### src/sv/assert_macros.svh
// assertion macros used by the top-level rtl file
// no dependencies
`ifndef ASSERT_MACROS_SVH
`define ASSERT_MACROS_SVH

// condition must hold in the same cycle as the trigger
`define ASSERT_IMPLIES(label, clk, rst, trig, cond) \
  label: assert property (@(posedge clk) disable iff (rst) (trig) |-> (cond)) \
    else $error("implication check failed");

// condition must hold in the cycle after the trigger
`define ASSERT_NEXT(label, clk, rst, trig, cond) \
  label: assert property (@(posedge clk) disable iff (rst) (trig) |=> (cond)) \
    else $error("next-cycle check failed");

`endif

### src/sv/gps_pkg.sv
// shared types, constants and fixed-point helpers for the 4x4 pivot solver
// no dependencies
package gps_pkg;

  localparam int ROW_COUNT = 4;
  localparam int COL_COUNT = ROW_COUNT + 1;
  localparam int ENTRIES   = ROW_COUNT * COL_COUNT;
  localparam int ADDR_W    = $clog2(ENTRIES);
  localparam int DIV_STEPS = 48;

  localparam logic signed [31:0] Q_ONE   = 32'sh0001_0000;
  localparam logic signed [31:0] Q_MAX   = 32'sh7fff_ffff;
  localparam logic signed [31:0] Q_MIN   = 32'sh8000_0000;
  localparam logic [2:0]         RHS_COL = 3'd4;

  typedef struct packed {
    logic                  wr;
    logic                  solve_req;
    logic [ADDR_W-1:0]     addr;
    logic signed [31:0]    value;
  } item_t;

  typedef struct packed {
    logic               start;
    logic signed [31:0] a;
    logic signed [31:0] b;
  } div_req_t;

  typedef struct packed {
    logic               busy;
    logic               done;
    logic               fault;
    logic signed [31:0] quo;
  } div_rsp_t;

  function automatic logic [ADDR_W-1:0] ent_addr(input logic [1:0] r, input logic [2:0] k);
    return ADDR_W'({r, 2'b00}) + ADDR_W'(r) + ADDR_W'(k);
  endfunction

  // product shifted down by 16 (floor), saturated
  function automatic logic signed [31:0] qmul_sat(input logic signed [63:0] p);
    logic signed [47:0] s;
    s = 48'(p >>> 16);
    if (s[47:31] != {17{s[47]}}) return s[47] ? Q_MIN : Q_MAX;
    return s[31:0];
  endfunction

  function automatic logic signed [31:0] qsub(input logic signed [31:0] a,
                                              input logic signed [31:0] b);
    logic signed [32:0] d;
    d = {a[31], a} - {b[31], b};
    if (d[32] != d[31]) return d[32] ? Q_MIN : Q_MAX;
    return d[31:0];
  endfunction

endpackage

### src/sv/gps_div.sv
// shared fixed-point divider: (a << 16) / b, truncated, saturated, one bit per cycle
// depends on gps_pkg
module gps_div (
  input  logic              clk,
  input  logic              rst,
  input  gps_pkg::div_req_t req,
  output gps_pkg::div_rsp_t rsp
);

  logic               busy;
  logic               done;
  logic               fault;
  logic signed [31:0] quo;
  logic [47:0]        num;
  logic [32:0]        rem;
  logic [31:0]        den;
  logic               neg;
  logic [5:0]         cnt;
  logic [31:0]        amag;
  logic [31:0]        bmag;
  logic [32:0]        trial;

  assign amag  = req.a[31] ? 32'(-req.a) : 32'(req.a);
  assign bmag  = req.b[31] ? 32'(-req.b) : 32'(req.b);
  assign trial = {rem[31:0], num[47]};

  assign rsp.busy  = busy;
  assign rsp.done  = done;
  assign rsp.fault = fault;
  assign rsp.quo   = quo;

  always_ff @(posedge clk) begin
    if (rst) begin
      busy <= 1'b0;
      done <= 1'b0;
    end else begin
      done <= 1'b0;
      if (req.start && !busy) begin
        if (req.b == '0) begin
          quo   <= req.a[31] ? gps_pkg::Q_MIN : gps_pkg::Q_MAX;
          fault <= 1'b1;
          done  <= 1'b1;
        end else begin
          busy <= 1'b1;
          num  <= {amag, 16'b0};
          rem  <= '0;
          den  <= bmag;
          neg  <= req.a[31] ^ req.b[31];
          cnt  <= '0;
        end
      end else if (busy) begin
        if (cnt == 6'(gps_pkg::DIV_STEPS)) begin
          busy <= 1'b0;
          done <= 1'b1;
          if (neg) begin
            fault <= (num > 48'h0000_8000_0000);
            quo   <= (num > 48'h0000_8000_0000) ? gps_pkg::Q_MIN : 32'(-num[31:0]);
          end else begin
            fault <= (num > 48'h0000_7fff_ffff);
            quo   <= (num > 48'h0000_7fff_ffff) ? gps_pkg::Q_MAX : num[31:0];
          end
        end else begin
          cnt <= cnt + 6'd1;
          if (trial >= {1'b0, den}) begin
            rem <= trial - {1'b0, den};
            num <= {num[46:0], 1'b1};
          end else begin
            rem <= trial;
            num <= {num[46:0], 1'b0};
          end
        end
      end
    end
  end

endmodule

### config.mk
export PLATFORM = sky130hd
export DESIGN_NAME = gps_div
export DESIGN_NICKNAME = d
export VERILOG_FILES = /design/src/sv/assert_macros.svh /design/src/sv/gps_pkg.sv /design/src/sv/gps_div.sv
export SDC_FILE = /design/constraint.sdc
export NUM_CORES = 1
export LEC_CHECK = 0
export BUFFER_PORTS_ARGS = -buffer_cell sky130_fd_sc_hd__buf_2
export CORE_MARGIN = 3
export CORE_UTILIZATION = 50
export CTS_CLUSTER_SIZE = 16
export DETAILED_ROUTE_END_ITERATION = 10
export PLACE_DENSITY_LB_ADDON = 0.1
export SLEW_MARGIN = 20
export SYNTH_ARGS = -nofsm -noshare
export SYNTH_HDL_FRONTEND = slang
export SYNTH_SLANG_ARGS = --single-unit
export TNS_END_PERCENT = 30
### constraint.sdc
create_clock -name clk -period 5 [get_ports clk]
set_clock_uncertainty 0.1 [all_clocks]
set_input_delay 0.75 -clock clk [delete_from_list [all_inputs] [get_ports clk]]
set_output_delay 0.75 -clock clk [all_outputs]
set_load 0.01 [all_outputs]
; ---- Yosys cells after proc, flatten, opt, wreduce, memory -nomap -nowiden
; Cells that the tools add are included.
[totals]
reg_bits = 154
output_inout_bits = 35
wordCells = 70
input_bits = 67
[classes]
n_addsub = 5
reduce_logical = 8
n_mux = 37
bitwise = 3
n_lt_le_gt_ge = 3
eq_ne = 4
[ops]
columns = op, count
row1 = $mux 32, 14
row2 = $mux 48, 4
row3 = $neg 32->32, 3
row4 = $gt 48x31->1 const B, 1
row5 = $gt 48x32->1 const B, 1
row6 = $ge 33x32->1, 1
row7 = $logic_not 32->1, 1
row8 = $sub 32x32->32, 1
row9 = $mux 31, 1
row10 = $mux 6, 4
row11 = $mux 1, 14
row12 = $reduce_and 4->1, 2
row13 = $add 6x1->6 const B, 1
row14 = $eq 6x6->1 const B, 1
row15 = $ne 2x2->1 const B, 2
row16 = $reduce_bool 2->1, 2
row17 = $reduce_and 3->1, 1
row18 = $ne 2x1->1 const B, 1
row19 = $not 1->1, 2
row20 = $logic_and 1x1->1, 1
row21 = $logic_not 1->1, 1
row22 = $xor 1x1->1, 1

; ---- Longest topological paths before layout
[logic_depth]
word_depth = 6
ltp_mapped = 13

; ---- Worst setup path before layout
; Ideal clock, no wire load.
[synth_path]
path_kind = in2reg
start = in req[7] (netlist bit)
end = reg fault (enable)
path_buffers = 0
required_ps = 4465
path_slack_ps = -27
setup_time_ps = 435
cell_stages = 7
arrival_time_ps = 4493
path_cell_list = or4_4 or3_1 or3_1 or4_1 nor3_1 nand3_1 a21oi_1
[synth_via]
elab_chain_cells = 3
[synth_lines]
columns = item, line
row1 = from (decl), gps_div.sv:6  ; input gps_pkg::div_req_t req,
row2 = $logic_not 32->1, gps_div.sv:39  ; if (req.b == '0) begin
row3 = $ne 2x1->1 (no line), --
row4 = $reduce_and 4->1 (no line), --
row5 = to (signal assigned), gps_div.sv:56  ; fault <= (num > 48'h0000_8000_0000);
row6 = to (signal assigned), gps_div.sv:59  ; fault <= (num > 48'h0000_7fff_ffff);
row7 = to (decl), gps_div.sv:12  ; logic fault;
; Every way passes these cells.
; A chain may end at the register's enable or synchronous reset.

; ---- Final worst setup path
[layout_path]
start = reg num[0]
end = reg quo[13] (data pin)
[layout_via]
elab_chain_cells = 6
elab_cells_between_ends = 9
cone_classes = 1 x add/sub / 2 x order compare / 6 x mux
[layout_lines]
columns = item, line
row1 = from (decl), gps_div.sv:14  ; logic [47:0] num;
row2 = from (signal assigned), gps_div.sv:45  ; num <= {amag, 16'b0};
row3 = from (signal assigned), gps_div.sv:66  ; num <= {num[46:0], 1'b1};
row4 = from (signal assigned), gps_div.sv:69  ; num <= {num[46:0], 1'b0};
row5 = $gt 48x31->1 (tied with other cells), gps_div.sv:60  ; quo <= (num > 48'h0000_7fff_ffff) ? gps_pkg::Q_MAX : num[31:0];
row6 = "$mux 32, on equally long branches", "gps_div.sv:60, gps_div.sv:57"
row7 = $mux 32 *, gps_div.sv:55  ; if (neg) begin
row8 = $mux 32 *, gps_div.sv:52  ; if (cnt == 6'(gps_pkg::DIV_STEPS)) begin
row9 = $mux 32 *, gps_div.sv:51  ; end else if (busy) begin
row10 = $mux 32 *, gps_div.sv:38  ; if (req.start && !busy) begin
row11 = to (signal assigned), gps_div.sv:40  ; quo <= req.a[31] ? gps_pkg::Q_MIN : gps_pkg::Q_MAX;
row12 = to (signal assigned), gps_div.sv:57  ; quo <= (num > 48'h0000_8000_0000) ? gps_pkg::Q_MIN : 32'(-num[31:0]);
row13 = to (signal assigned), gps_div.sv:60
row14 = to (decl), gps_div.sv:13  ; logic signed [31:0] quo;
; Mark *: on every way between the ends. The rest lies on a longest branch, timed or not. The select of a mux whose other input is x is not followed.

==> flow_summary.toml <==
[worst_setup_path]
path_class = "flip-flop to flip-flop"
cp_data_arrival_time_ps = 4230
crit_required_ps = 5180
r2r_cells = 11
path_cells = "inv_1 -> ha_1 -> nor4b_2 -> nand4_1 -> or4b_1 -> o41a_1 -> or2_1 -> nor2_1 -> buf_4 -> o311ai_0 -> a31oi_1"
critPathBufInv = 2
crit_path_end = "quo[13]$_DFFE_PP_"
r2r_slack_ps = 950
critPathLaunchType = "flip-flop"
crit_fanout = 30
slowest_stage = "or4b_1"
reg2reg_to = "quo[13]$_DFFE_PP_"
worstSetupStartpoint = "num[0]$_SDFFCE_PP0P_"
cp-end-kind = "flip-flop"
r2r-start = "num[0]$_SDFFCE_PP0P_"
cp_top_family = "simple AND/OR/NAND/NOR gates"
max_stage_delay_ps = 610
crit_cells = 11

[routing]
drt-total-wl_um = 23700
antenna_left = 0
vias = 8289
drc = 0
drtIter0Drc = 814
first_pass_iters = 5
wl_per_cell_um = 16.6
via_per_inst = 5.82

[synth]
synth.top_cell.area_share = 0.454
synth.most_common_cell = "edfxtp_1"
synth_cell_types = 65
synth_area_mm2 = 0.0101
synthFlopType = "edfxtp_1"
syn_inst = 1065
yosys.area.top_type = "edfxtp_1"
synth_area_per_cell_um2 = 9.45
synth_commonest_cells = "edfxtp_1 (152), nand2_1 (125), o21ai_0 (88)"
syn_nets = 1170
synth_edf_count = 152
synth_seq_cells = 154
yosys_warnings = 0
ys_async_sr_fraction = 0
synthTopCellsByArea = "edfxtp_1 (45%), nand2_1 (4.7%), ha_1 (4.6%), o21ai_0 (4.4%), xnor2_1 (4.0%)"
ys_seq_area_frac = 0.458

[sta]
fmax_mhz = 247
layout_setup_ws_ps = 951
hold_viol_final = 0
finalCritPeriodShare = 0.810
rsz0062_at_grt = "no"
whs_ps = 445
final_max_slew_viol_count = 0
setup_violations = 0
min_period_ps = 4050
worst_pin_slew_ps = 1050
slew_headroom = 0.300
setup_tns_ps = 0

[placement]
gp_congestion = 0.858
dp_worst_setup_slack_ps = 681
portBuffers = 101
hpwl_um = 16900
dp_cells = 1392
postPlaceCellArea_mm2 = 0.0109

[clocking]
htreeDepth = 4
clock-sinks = 154
post_cts_buffers = 0
path_clk_slew_ps = 60
postCtsHoldBufs = 0
numCtsBuffers = 17
clockRootBuffer = "clkbuf_16"
cts_tree = "done"
cts.repair.resized = 0
clkLatencyLatePin_ps = 440
cts_max_path_buffers = 2

[power_and_ir_drop]
total_power_mw = 3.77
p_per_area_mw_per_mm2 = 329
p_sw_mw = 1.10
swShare = 0.293
comb_power_share = 0.214
p_clk_frac = 0.357
leakagePower_nw = 4.30
peakVddDrop_mv = 0.242
seq_power_share = 0.429
p_int_mw = 2.67

[outcome]
status = "complete, no violations"

[floorplanning]
dieArea_mm2 = 0.0219
placementRows = 51
die_x_um = 148
initial_core_util = 0.514
io_pins = 102
die_height_um = 148
coreArea_mm2 = 0.0196

[grt]
antenna_found_initial = 0
grt_max_degree = 75
gr-total-overflow = 0
grt_use_total = 0.220
grt_pass1_wl_um = 39000
first_global_vias = 7607

[final_layout]
syn2layout_area_growth_pct = 13.8
fin_nets = 1251
drive_gt1_frac = 0.143
design_area_mm2 = 0.0115
diodes = 0
stdcell_count = 1424
fin_util = 0.585

[worst_hold_path]
min_path_type = "input port to flip-flop"

[flow_run]
maxCapViolCount = 0
-- area by class of cell --
type                            instances  area (um^2)
Clock buffer                           18          429
Sequential cell                       154         4600
Multi-Input combinational cell        799         5060
Tap cell                              265          332
Inverter                               59          221
Timing Repair Buffer                  115          636
Clock inverter                         14          170
Fill cell                            1745         8140
-- flip-flops by register name (all words and copies together), names as in the netlist --
| register | count |
|---|---|
| cnt | 6 |
| den | 32 |
| num | 48 |
| busy | 1 |
| done | 1 |
| fault | 1 |
| neg | 1 |
| rem | 32 |
| quo | 32 |
-- per-layer routing --
| layer | part of all wire | routed length [um] | up-vias | global-route usage |
|---|---|---|---|---|
| met5 | 0 | 0 | - | 0 |
| met4 | 0.017 | 398 | 0 | 0.0670 |
| met3 | 0.057 | 1340 | 34 | 0.0322 |
| met2 | 0.44 | 10400 | 262 | 0.323 |
| met1 | 0.49 | 11600 | 3872 | 0.339 |
| li1 | - | - | 4121 | - |
-- worst min-delay path by stage --
stage,endpoint,from,cells after the start,slack (ps)
CTS,den[0]$_DFFE_PP_,req[0],1,440
detailed placement,num[43]$_DFFE_PP_,num[42]$_DFFE_PP_,2,450
finish,den[0]$_DFFE_PP_,req[0],1,450
global placement,num[47]$_DFFE_PP_,num[46]$_DFFE_PP_,2,430
floorplan,num[38]$_DFFE_PP_,num[37]$_DFFE_PP_,2,420
global route,den[0]$_DFFE_PP_,req[0],1,450
-- cells in the final DEF, fill, tap and decap left out, types with 5 or more instances in the layout --
cell type / n
ha_1: 37
o41ai_1: 13
nand2b_1: 11
or4_1: 9
and2_1: 16
nor2b_1: 6
o31ai_1: 31
buf_4: 12
nand4_1: 8
and3_1: 7
nand3b_1: 11
or3_1: 28
nand3_1: 19
clkbuf_16: 17
nor2_1: 67
a211o_1: 6
xnor2_1: 46
xor2_1: 38
o22ai_1: 5
nor4_1: 13
buf_2: 101
a21o_1: 13
o21ai_0: 88
a31oi_1: 21
o211ai_1: 7
o21a_1: 8
edfxtp_1: 152
nor3_1: 29
a211oi_1: 11
a21oi_1: 70
inv_1: 58
nand2_1: 125
-- kinds of logic after synthesis --
logic type | Yosys count | synth area share
AOI/OAI and AO/OA | 306 | 0.192
DFF | 154 | 0.458
xor gates and xnor gates | 84 | 0.0731
adders and majority gates | 38 | 0.0480
and+or+nand+nor | 369 | 0.184
muxes | 2 | 0.00199
buffers and inverters | 112 | 0.0436
-- power groups by stage --
| stage | sequential (mW) | clock [mW] | combinational (mW) |
|---|---|---|---|
| 4_1_cts | 1.61 | 1.37 | 0.806 |
| 3_3_place_gp | 1.64 | 0 | 0.790 |
| 5_1_grt | 1.63 | 1.43 | 0.913 |
| 3_5_place_dp | 1.64 | 0 | 0.802 |
| 2_1_floorplan | 1.62 | 0 | 0.601 |
| 6_report | 1.62 | 1.34 | 0.808 |
-- worst register-to-register path, cell delays in order (launching register included) --
cell and delay [ps]:
edfxtp_1 420, inv_1 100, ha_1 180, nor4b_2 390, nand4_1 280, or4b_1 610
o41a_1 390, or2_1 600, nor2_1 220, buf_4 240, o311ai_0 180, a31oi_1 190
Note: power is estimated with default switching activity, not from simulation.
