### src/sv/assert_macros.svh
// assertion macros used by the top-level rtl file
// no dependencies
`ifndef ASSERT_MACROS_SVH
`define ASSERT_MACROS_SVH

// condition must hold in the same cycle as the trigger
`define ASSERT_IMPLIES(label, clk, rst, trig, cond) \
  label: assert property (@(posedge clk) disable iff (rst) (trig) |-> (cond)) \
    else $error("implication check failed");

// condition must hold in the cycle after the trigger
`define ASSERT_NEXT(label, clk, rst, trig, cond) \
  label: assert property (@(posedge clk) disable iff (rst) (trig) |=> (cond)) \
    else $error("next-cycle check failed");

`endif

### src/sv/gps_pkg.sv
// shared types, constants and fixed-point helpers for the 4x4 pivot solver
// no dependencies
package gps_pkg;

  localparam int ROW_COUNT = 4;
  localparam int COL_COUNT = ROW_COUNT + 1;
  localparam int ENTRIES   = ROW_COUNT * COL_COUNT;
  localparam int ADDR_W    = $clog2(ENTRIES);
  localparam int DIV_STEPS = 48;

  localparam logic signed [31:0] Q_ONE   = 32'sh0001_0000;
  localparam logic signed [31:0] Q_MAX   = 32'sh7fff_ffff;
  localparam logic signed [31:0] Q_MIN   = 32'sh8000_0000;
  localparam logic [2:0]         RHS_COL = 3'd4;

  typedef struct packed {
    logic                  wr;
    logic                  solve_req;
    logic [ADDR_W-1:0]     addr;
    logic signed [31:0]    value;
  } item_t;

  typedef struct packed {
    logic               start;
    logic signed [31:0] a;
    logic signed [31:0] b;
  } div_req_t;

  typedef struct packed {
    logic               busy;
    logic               done;
    logic               fault;
    logic signed [31:0] quo;
  } div_rsp_t;

  function automatic logic [ADDR_W-1:0] ent_addr(input logic [1:0] r, input logic [2:0] k);
    return ADDR_W'({r, 2'b00}) + ADDR_W'(r) + ADDR_W'(k);
  endfunction

  // product shifted down by 16 (floor), saturated
  function automatic logic signed [31:0] qmul_sat(input logic signed [63:0] p);
    logic signed [47:0] s;
    s = 48'(p >>> 16);
    if (s[47:31] != {17{s[47]}}) return s[47] ? Q_MIN : Q_MAX;
    return s[31:0];
  endfunction

  function automatic logic signed [31:0] qsub(input logic signed [31:0] a,
                                              input logic signed [31:0] b);
    logic signed [32:0] d;
    d = {a[31], a} - {b[31], b};
    if (d[32] != d[31]) return d[32] ? Q_MIN : Q_MAX;
    return d[31:0];
  endfunction

endpackage

### src/sv/gps_front.sv
// front end: accepts load items, classifies them, queues them for the back end
// depends on gps_pkg
module gps_front (
  input  logic                  clk,
  input  logic                  rst,
  input  logic                  in_valid,
  output logic                  in_stall,
  input  logic [1:0]            row_index,
  input  logic [2:0]            col_index,
  input  logic signed [31:0]    entry_value,
  input  logic                  solve_now,
  output logic                  q_valid,
  output gps_pkg::item_t        q_item,
  input  logic                  q_pop
);

  gps_pkg::item_t slot [2];
  logic           wp;
  logic           rp;
  logic [1:0]     count;
  logic           push;

  assign in_stall = (count == 2'd2);
  assign push     = in_valid && !in_stall;
  assign q_valid  = (count != 2'd0);
  assign q_item   = slot[rp];

  always_ff @(posedge clk) begin
    if (rst) begin
      wp    <= 1'b0;
      rp    <= 1'b0;
      count <= 2'd0;
    end else begin
      if (push) begin
        // columns past the right-hand side store nothing
        slot[wp].wr        <= (col_index <= gps_pkg::RHS_COL);
        slot[wp].solve_req <= solve_now;
        slot[wp].addr      <= gps_pkg::ent_addr(row_index, col_index);
        slot[wp].value     <= entry_value;
        wp                 <= !wp;
      end
      if (q_pop) begin
        rp <= !rp;
      end
      count <= count + 2'(push) - 2'(q_pop);
    end
  end

endmodule

### config.mk
export PLATFORM = sky130hd
export DESIGN_NAME = gps_front
export DESIGN_NICKNAME = d
export VERILOG_FILES = /design/src/sv/assert_macros.svh /design/src/sv/gps_pkg.sv /design/src/sv/gps_front.sv
export SDC_FILE = /design/constraint.sdc
export NUM_CORES = 1
export LEC_CHECK = 0
export ABC_AREA = 1
export BUFFER_PORTS_ARGS = -buffer_cell sky130_fd_sc_hd__clkbuf_2
export CORE_MARGIN = 2
export CORE_UTILIZATION = 47
export DETAILED_ROUTE_END_ITERATION = 6
export PLACE_DENSITY = 0.75
export SLEW_MARGIN = 20
export SYNTH_ARGS = -nofsm -noshare
export SYNTH_HDL_FRONTEND = slang
export SYNTH_SLANG_ARGS = --single-unit
### constraint.sdc
create_clock -name clk -period 2.6 [get_ports clk]
set_input_delay 0 -clock clk [delete_from_list [all_inputs] [get_ports clk]]
set_output_delay 0 -clock clk [all_outputs]
set_load 0.005 [all_outputs]
-- Word level (Yosys, flattened, before mapping)
Memories as Yosys holds them, arrays and structs flattened. A register that Yosys moved wholly into a read port is not among the register bits.
Cells that the tools add are included.
- add/subtract/negate cells: 4
- $lt $le $gt $ge: 1
- reduce and logical (&&, ||, !) cells: 5
- div/mod/pow operators: 0
- mux-type cells: 5
- $mul: 0
- bitwise logic cells: 0
- shifts and indexed selects: 0
- eq/ne operators: 1
- operators with widths (cell ; number):
    adder 4 x 2 -> 5 bit ; 1
    adder 5 x 3 -> 5 bit ; 1
    2-to-1 mux 1 bit ; 5
    less-or-equal comparator 3 bit, second input constant ; 1
    zero test 1 bit ; 3
    adder 2 x 1 -> 2 bit ; 1
    == test 2 bit, second input constant ; 1
    nonzero test 2 bit ; 1
    subtractor 2 x 1 -> 2 bit ; 1
    logical AND 1 bit ; 1
- bits in writable memories: 78
- word-level logic and storage cells: 20
- bits in read-only memories: 0
- output and inout port bits: 41
- bits in registers: 4
- latch bits: 0
- input bits: 42
- memories: 1
- memories (name ; words ; bits a word ; rd ports ; clocked after Yosys merged registers in ; write ports ; RTL line ; text):
    slot ; 2 ; 39 ; 1 ; 1 ; 1 ; gps_front.sv:17 ; gps_pkg::item_t slot [2];

-- Depth between registers and ports, before layout
Gate-level depths: netlist of run 1.
- word-level depth: 6
- depth in mapped cells: 10
- depth with buffers taken out: 10

-- Worst setup path after synthesis of run 1
OpenSTA, ideal clock, no wires.
- path type: register to register
- start: reg count[1]
- end: mem slot[1][0] (netlist bit) (enable)
- path buffers: 0
- period minus slack after synthesis: 2.570 ns
- arrival time: 2.135 ns
- path slack: 0.030 ns
- stages on the path, launching flop included: 4
- cells stage by stage: dfxtp_1 > inv_1 > o21ai_0 > nor2_1
- word-level cells in the longest chain between the ends: 6
- RTL lines (element ; RTL line ; text):
    start, declared ; gps_front.sv:20 ; logic [1:0] count;
    start signal, assigned ; gps_front.sv:45 ; count <= count + 2'(push) - 2'(q_pop);
    == test 2 bit ; gps_front.sv:23 ; assign in_stall = (count == 2'd2);
    zero test 1 bit ; gps_front.sv:24 ; assign push = in_valid && !in_stall;
    logical AND 1 bit ; gps_front.sv:24 ;
    2-to-1 mux 1 bit ; gps_front.sv:34 ; if (push) begin
    2-to-1 mux 1 bit ; gps_front.sv:29 ; if (rst) begin
    2-to-1 mux 1 bit (not written as such) ; gps_front.sv:39 ; slot[wp].value <= entry_value;
    end, declared ; gps_front.sv:17 ;
Every way passes these cells.

==> results of run 1 <==
[metal layers]
| metal | up-vias | share of wire |
|---|---|---|
| met5 | - | 0 |
| met4 | 0 | 0.027 |
| met3 | 14 | 0.031 |
| met2 | 49 | 0.53 |
| met1 | 880 | 0.41 |
| li1 | 913 | - |
[state kept, by name, indices dropped and copies added (netlist names), named ones only]
| name | cells |
|---|---|
| count | 2 |
| wp | 1 |
| slot | 78 |
| rp | 1 |
[path summary, 6_finish.rpt]
check	start	end	slack, ns	cells past startpoint
setup reg to reg	count[1]	count[1]	0.81	10
hold reg to reg	rp	rp	0.52	2
setup / recovery	flip-flop	q_item[3]	0.73	3
hold / removal	row_index[1]	slot[0][35]	0.07	3
[worst max-delay path: stages (launching register included)]
cell	delay, ns
dfxtp_2	0.68
buf_4	0.36
mux2_2	0.37
clkbuf_2	0.12
[final cells by class]
class	count	area [µm²]	share of cell area
Clock buffer	11	131	0.0299
Inverter	12	45.0	0.0103
Multi-Input combinational cell	75	703	0.160
Sequential cell	83	2440	0.557
Tap cell	80	100	0.0228
Timing Repair Buffer	126	841	0.192
Clock inverter	5	125	0.0285
[placed cells by master, fill, tap and decap left out, drive strengths merged]
master and n:
a21oi 2, buf 4, bufinv 4, clkbuf 93, clkinv 2, dfxtp 5
dlygate4sd3 40, edfxtp 78, fa 1, ha 5, inv 11, mux2 39
nand2 10, nand3 3, nor2 8, o21ai 4, or2 1, xnor2 2
[cells by family after synthesis]
logic type	Yosys count	share of synthesized area
AO/OA/AOI/OAI	6	0.00931
XOR/XNOR	2	0.00543
adder cells (fa/ha/maj)	6	0.0256
buffers and inverters	16	0.0268
flip-flops	83	0.757
multiplexers	39	0.148
AND/OR/NAND/NOR	22	0.0276
[metrics by stage]
| step | area (µm²) | setup slack (ns) | power, mW | instances | util |
|---|---|---|---|---|---|
| 2_1_floorplan | 3220 | 0.0298 | 1.81 | 174 | - |
| 3_3_place_gp | 3730 | 1.01 | 1.94 | 336 | 0.555 |
| 3_5_place_dp | 3730 | 0.820 | 1.96 | 336 | 0.555 |
| 4_1_cts | 4390 | 0.675 | 3.16 | 392 | 0.653 |
| 5_1_grt | 4390 | 0.614 | 3.26 | 392 | 0.653 |
| 6_report | 4390 | 0.727 | 3.13 | 392 | 0.653 |
[power groups by stage]
| stage | sequential [mW] | combinational, mW | clock [mW] |
|---|---|---|---|
| final | 1.59 | 0.386 | 1.15 |
| after global routing | 1.59 | 0.431 | 1.24 |
| after CTS | 1.59 | 0.393 | 1.18 |
| after floorplan | 1.60 | 0.210 | 0 |
| after detailed placement | 1.62 | 0.342 | 0 |
| after global placement | 1.61 | 0.331 | 0 |
==> flow_summary.json, run 1 <==
{
  "status": "completed",
  "met1_usage": 0.182,
  "yosys.area.top_type_share": 0.726,
  "fp-row-count": 30,
  "p_int_mw": 2.50,
  "fmax_mhz": 534,
  "grt_pass1_wl_mm": 8.76,
  "fp.dieH_um": 86.8,
  "gp_congestion": 0.709,
  "cts-resized-gates": 0,
  "min_period_over_period": 0.720,
  "drtIter0Drc": 70,
  "drive_gt1_frac": 0.455,
  "grt_max_degree": 40,
  "synth-main-ff-cell": "edfxtp_1",
  "dp_hpwl_mm": 3.54,
  "dieArea_um2": 7540,
  "wl_per_cell_um": 14.2,
  "first_pass_iters": 4,
  "cts_setup_buffers": 0,
  "endpoint_kind": "primary output",
  "ys_warn_count": 0,
  "diodes": 0,
  "p_leak_nw": 1.76,
  "cp.arrival_ns": 1.87,
  "met2_usage": 0.273,
  "totalWireLength_mm": 5.57,
  "top_usage_layer": "met2",
  "clk_pin_slew_ns": 0.07,
  "fp.coreArea_um2": 6720,
  "period_minus_slack_ns": 1.87,
  "vias": 1856,
  "final_net_count": 355,
  "powerDensity_nw_per_um2": 712,
  "seqPwrFrac": 0.507,
  "slew_violations": 0,
  "startpoint_type": "flip-flop",
  "root_buffer": "clkbuf_8",
  "area_growth_pct": 36.1,
  "maxCapViolations": 0,
  "die_w_um": 86.8,
  "swShare": 0.199,
  "hold_violations": 0,
  "drcViolationCount": 0,
  "cts_htree_levels": 3,
  "worst_slew_pin_slew_ns": 0.542,
  "synth_seq_cells": 83,
  "yosysSeqAreaShare": 0.757,
  "synth_area_um2": 3220,
  "grt_usage": 0.157,
  "setup_tns_ns": 0,
  "n_fill_cell": 506,
  "cts_tree": "yes",
  "use_met3": 0.0238,
  "synth_cell_types": 17,
  "setup_violations": 0,
  "synth_common_cells": "edfxtp_1 (78), mux2_2 (29), inv_1 (12)",
  "initial_utilization": 0.480,
  "cts.sinks": 83,
  "clkPwrFrac": 0.369,
  "synth_area_leaders": "edfxtp_1 (73%), mux2_2 (10%), mux2_4 (4.7%)",
  "hp-class": "primary input to flip-flop",
  "rsz0062_at_grt": "no",
  "switchingPower_mw": 0.623,
  "yosysMostFrequentCell": "edfxtp_1",
  "hold_buffers": 40,
  "slew_headroom": 0.639,
  "syn_area_per_cell_um2": 18.5,
  "postRouteAntennaNets": 0,
  "pwr-share-comb": 0.124,
  "grt_pass1_vias": 1907,
  "io_buffers": 82,
  "clk_latency_ns": 0.34,
  "crit_type": "flip-flop to primary output",
  "syn_nets": 222,
  "critPathMaxFanout": 22,
  "synth_edf_count": 78,
  "finalClockSkew_ns": 0.00561,
  "antenna_found_initial": 0,
  "synth_top_cell_by_area": "edfxtp_1",
  "syn_inst": 174,
  "ir_drop_v": 0.000385,
  "grt_overflow_total": 0,
  "viasPerCell": 4.73,
  "clockBufferDepth": 2,
  "critPathRequiredTime_ns": 2.60,
  "async_reset_ff_frac": 0,
  "cts_buffers": 9,
  "fin_hold_ws_ns": 0.0657,
  "num_io_pins": 83
}
Power figures use the tool's default switching activity.
==> run 2: changes to the inputs <==
--- a/config.mk
+++ b/config.mk
@@ -8,9 +8,9 @@
 export ABC_AREA = 1
 export BUFFER_PORTS_ARGS = -buffer_cell sky130_fd_sc_hd__clkbuf_2
 export CORE_MARGIN = 2
-export CORE_UTILIZATION = 47
+export CORE_UTILIZATION = 50
 export DETAILED_ROUTE_END_ITERATION = 6
-export PLACE_DENSITY = 0.75
+export PLACE_DENSITY = 0.76
 export SLEW_MARGIN = 20
 export SYNTH_ARGS = -nofsm -noshare
 export SYNTH_HDL_FRONTEND = slang
==> constraint.sdc (replaced) <==
create_clock -name clk -period 1.9 [get_ports clk]
set_input_delay 0 -clock clk [delete_from_list [all_inputs] [get_ports clk]]
set_output_delay 0 -clock clk [all_outputs]
set_load 0.005 [all_outputs]
==> run 2 against run 1 <==
Compared with the run above: sequential share of layout area up 0.16 points; combinational power up 44%; via count up 1.6%; critical path depth unchanged; clock skew is 0.0066 ns higher; power increased by 31%; die area is 5.7% lower; worst setup slack worse by 0.37 ns; clock power up 21%; sequential power up 36%.
==> flow_summary.json, run 2 (synthesis results as in run 1) <==
{
  "met2_usage": 0.314,
  "setup_tns_ns": 0,
  "powerDensity_nw_per_um2": 937,
  "hold_violations": 0,
  "status": "completed",
  "gp_congestion": 0.722,
  "slew_headroom": 0.805,
  "ir_drop_v": 0.000652,
  "worstPathCellList": "buf_12 -> mux2_2 -> clkbuf_2",
  "io_buffers": 82,
  "clk_pin_slew_ns": 0.08,
  "area_growth_pct": 35.7,
  "setup_violations": 0,
  "cpPeakStageDelay_ns": 0.46,
  "num_io_pins": 83,
  "fp-row-count": 29,
  "critPathRequiredTime_ns": 1.90,
  "slowest_stage": "dfxtp_2",
  "postRouteAntennaNets": 0,
  "endpoint_kind": "primary output",
  "final_net_count": 355,
  "crit_type": "flip-flop to primary output",
  "maxCapViolations": 0,
  "die_w_um": 84.3,
  "power_mw": 4.10,
  "reg_top3": "slot x78, count x2",
  "drive_gt1_frac": 0.465,
  "grt_overflow_total": 0,
  "regMostFlops": "slot",
  "use_met3": 0.0403,
  "crit_buf_inv": 2,
  "finalClockSkew_ns": 0.0122,
  "p_leak_nw": 1.75,
  "viasPerCell": 4.85,
  "cts_tree": "yes",
  "grt_max_degree": 34,
  "wl_per_cell_um": 14.6,
  "root_buffer": "clkbuf_8",
  "fp.dieH_um": 84.3,
  "cp.arrival_ns": 1.54,
  "final_common_cell": "clkbuf_2",
  "clk_latency_ns": 0.33,
  "met1_usage": 0.186,
  "dp_hpwl_mm": 3.54,
  "drtIter0Drc": 104,
  "totalWireLength_mm": 5.68,
  "period_minus_slack_ns": 1.54,
  "drcViolationCount": 0,
  "antenna_found_initial": 0,
  "first_pass_iters": 4,
  "hp-class": "primary input to flip-flop",
  "top_usage_layer": "met2",
  "grt_pass1_wl_mm": 9.11,
  "cts_htree_levels": 3,
  "startpoint_type": "flip-flop",
  "fp.coreArea_um2": 6280,
  "cp_top_family": "flip-flops",
  "final_cell_mix": "clkbuf_2 (82), edfxtp_1 (78), dlygate4sd3_1 (38)",
  "diodes": 0,
  "cts.sinks": 83,
  "critPathMaxFanout": 33,
  "grt_usage": 0.169,
  "rsz0062_at_grt": "no",
  "largest_reg_flops": 78,
  "min_period_over_period": 0.813,
  "initial_utilization": 0.514,
  "clockBufferDepth": 2,
  "worst_slew_pin_slew_ns": 0.290,
  "grt_pass1_vias": 1988,
  "fmax_mhz": 647,
  "vias": 1886,
  "slew_violations": 0,
  "cts_buffers": 9,
  "dieArea_um2": 7110
}
-- run 2: changes by cell type in the layout (fill, tap and decap cells not counted) --
cell,previous run,this run
buf_12,0,2
bufinv_16,4,2
clkbuf_8,9,11
dlygate4sd3_1,40,38
clkbuf_1,2,1
clkinv_1,1,0
clkinvlp_4,0,1
inv_1,11,12
-- run 2: worst paths after layout --
check	slack [ns]	cells past startpoint	to	start
hold reg to reg	0.54	2	rp	rp
hold / removal	0.02	4	wp	in_valid
setup / recovery	0.36	3	q_item[20]	flip-flop
setup reg to reg	0.40	10	count[1]	count[1]
-- run 2: power breakdown --
group / switching [mW] / internal, mW
Sequential: 0.0334 / 2.12
Combinational: 0.251 / 0.304
Clock: 0.576 / 0.811
-- run 2: cell type report --
| type | count | area, µm² |
|---|---|---|
| clock buffers | 12 | 155 |
| clock inverters | 4 | 72.6 |
| fillers | 427 | 1900 |
| inverters | 12 | 45.0 |
| multi-input cells | 75 | 703 |
| flip-flops and latches | 83 | 2440 |
| well taps | 77 | 96.3 |
| repair buffers | 126 | 861 |
-- run 2: per-layer routing --
| layer | vias up | wire (µm) | part of all wire |
|---|---|---|---|
| met5 | - | 0 | 0 |
| met4 | 0 | 68 | 0.012 |
| met3 | 6 | 226 | 0.040 |
| met2 | 54 | 3180 | 0.56 |
| met1 | 913 | 2210 | 0.39 |
| li1 | 913 | - | - |
-- run 2: repair_timing --
action / CTS / global route
endpoints found under the hold margin: 74 / 0
setup buffers: 0 / 0
gates resized for setup: 0 / 0
hold buffers: 38 / 0
-- run 2: worst register-to-register path, stage by stage, from the launching register on --
cell,delay (ns)
dfxtp_1,0.33
inv_1,0.07
o21ai_0,0.22
ha_1,0.27
inv_1,0.05
ha_1,0.15
inv_1,0.05
nand2_1,0.08
nand3_1,0.08
nand2_1,0.06
nor2_1,0.04
-- run 2: through the flow --
step	hold WS [ns]	util	cells	setup slack (ns)	cell area, µm²
after detailed placement	0.193	0.600	335	0.405	3770
after global placement	0.189	0.600	335	0.484	3770
after global routing	0.0116	0.697	389	0.231	4380
after floorplan	0.0712	-	174	0.131	3230
final	0.0177	0.697	389	0.356	4380
after CTS	0.000153	0.697	389	0.331	4380
==> run 3: changes to the inputs <==
--- a/config.mk
+++ b/config.mk
@@ -8,9 +8,9 @@
 export ABC_AREA = 1
 export BUFFER_PORTS_ARGS = -buffer_cell sky130_fd_sc_hd__clkbuf_2
 export CORE_MARGIN = 2
-export CORE_UTILIZATION = 50
+export CORE_UTILIZATION = 47
 export DETAILED_ROUTE_END_ITERATION = 6
-export PLACE_DENSITY = 0.76
+export PLACE_DENSITY = 0.75
 export SLEW_MARGIN = 20
 export SYNTH_ARGS = -nofsm -noshare
 export SYNTH_HDL_FRONTEND = slang
==> constraint.sdc (replaced) <==
create_clock -name clk -period 1.3 [get_ports clk]
set_input_delay 0 -clock clk [delete_from_list [all_inputs] [get_ports clk]]
set_output_delay 0 -clock clk [all_outputs]
set_load 0.005 [all_outputs]
==> run 3 against run 2 <==
Compared with the run above: the run now ends with negative setup slack left; combinational power grew 86%; final area grew 5.4%; worst hold slack gained 0.036 ns; non-clock buffer count grew 4; critical path depth is the same; via count grew 1.6%; die area grew 6.1%; critical path type unchanged; critical endpoint is now q_item[26]; largest power group unchanged.
==> flow_summary.json, run 3 (synthesis results as in run 1) <==
{
  "cts.sinks": 83,
  "startpoint_type": "flip-flop",
  "initial_utilization": 0.480,
  "place_area_um2": 3860,
  "final_cell_mix": "clkbuf_2 (82), edfxtp_1 (78), mux2_4 (38)",
  "cts_htree_levels": 3,
  "period_minus_slack_ns": 1.36,
  "cts_tree": "yes",
  "drive_gt1_frac": 0.516,
  "drtIter0Drc": 92,
  "grt_max_degree": 24,
  "powerDensity_nw_per_um2": 1290,
  "rsz0062_at_grt": "yes",
  "grt_pass1_vias": 1939,
  "drcViolationCount": 0,
  "critPathRequiredTime_ns": 1.30,
  "area_growth_pct": 43.0,
  "ir_drop_v": 0.000747,
  "clk_pin_slew_ns": 0.08,
  "critPathMaxFanout": 11,
  "totalWireLength_mm": 5.92,
  "worst_slew_pin_slew_ns": 0.278,
  "antenna_found_initial": 0,
  "viasPerCell": 4.84,
  "setup_tns_ns": -1.51,
  "hold_violations": 0,
  "maxCapViolations": 0,
  "dp_hpwl_mm": 3.68,
  "fp-row-count": 30,
  "finalClockSkew_ns": 0.00471,
  "fin_hold_ws_ns": 0.0538,
  "violations": "negative setup slack",
  "fp.coreArea_um2": 6720,
  "crit_type": "flip-flop to primary output",
  "regMostFlops": "slot",
  "die_w_um": 86.8,
  "num_io_pins": 83,
  "setup_violations": 46,
  "postLayoutCellArea_um2": 4610,
  "vias": 1916,
  "diodes": 0,
  "cp.arrival_ns": 1.36,
  "slew_headroom": 0.812,
  "dieArea_um2": 7540,
  "p_leak_nw": 1.87,
  "grt_usage": 0.152,
  "reg_top3": "slot x78, count x2",
  "first_pass_iters": 4,
  "grt_pass1_wl_mm": 8.44,
  "grt_overflow_total": 0,
  "fmax_mhz": 733,
  "final_common_cell": "clkbuf_2",
  "status": "finished with violations",
  "root_buffer": "clkbuf_8",
  "postRouteAntennaNets": 0,
  "wl_per_cell_um": 15.0,
  "hp-class": "primary input to flip-flop",
  "slew_violations": 0,
  "min_period_over_period": 1.05,
  "clockBufferDepth": 2,
  "fp.dieH_um": 86.8,
  "gp_congestion": 0.797,
  "fin_ws_ns": -0.0647,
  "post-place-ws_ns": -0.0858,
  "endpoint_kind": "primary output",
  "clk_latency_ns": 0.33,
  "io_buffers": 82,
  "final_net_count": 359,
  "largest_reg_flops": 78,
  "cts_buffers": 9
}
==> run 3: worst paths after layout <==
| check | slack [ns] | cells past startpoint | end | startpoint |
|---|---|---|---|---|
| setup / recovery | -0.06 | 3 | q_item[26] | flip-flop |
| hold / removal | 0.05 | 2 | slot[0][38] | col_index[0] |
| setup reg to reg | -0.05 | 10 | count[1] | count[1] |
| hold reg to reg | 0.53 | 2 | rp | rp |
==> run 3: layout make-up <==
type,instances,area (µm²)
timing repair buffer,130,956
clock buffer,12,135
multi-input combinational,75,865
fill,473,2110
sequential,83,2450
inverter,12,53.8
tap,80,100
clock inverter,4,51.3
==> run 3: metal layers <==
| layer | track usage | vias up | wire length, µm |
|---|---|---|---|
| li1 | - | 917 | - |
| met1 | 0.165 | 932 | 2280 |
| met2 | 0.275 | 57 | 3320 |
| met3 | 0.0305 | 10 | 210 |
| met4 | 0.0810 | 0 | 119 |
| met5 | 0 | - | 0 |
==> run 3: stage by stage <==
step                       util  power, mW  instances
after floorplan               -       3.64        174
after global placement    0.574       3.97        340
after detailed placement  0.574       4.01        340
after CTS                 0.668       5.88        394
after global routing      0.686       6.19        396
final                     0.686       5.93        396
==> run 3: report_power, final <==
part | internal (mW) | leakage (nW) | switching [mW] | total [mW]
logic | 0.595 | 1.03 | 0.433 | 1.03
registers | 3.11 | 0.757 | 0.0597 | 3.17
clock network | 0.890 | 0.0906 | 0.839 | 1.73
==> run 3: worst max-delay path, cell delays in order (launching register included) <==
cell	delay, ns
dfxtp_4	0.40
clkbuf_16	0.19
mux2_2	0.33
clkbuf_2	0.11
==> run 3: timing repair <==
item | in CTS | in global routing
hold buffers | 37 | 0
endpoints found under the hold margin | 74 | 0
gates cloned | 0 | 1
buffers inserted | 1 | 1
resized for setup | 18 | 24
pin swaps | 7 | 6
endpoints found under the setup margin | 62 | 103
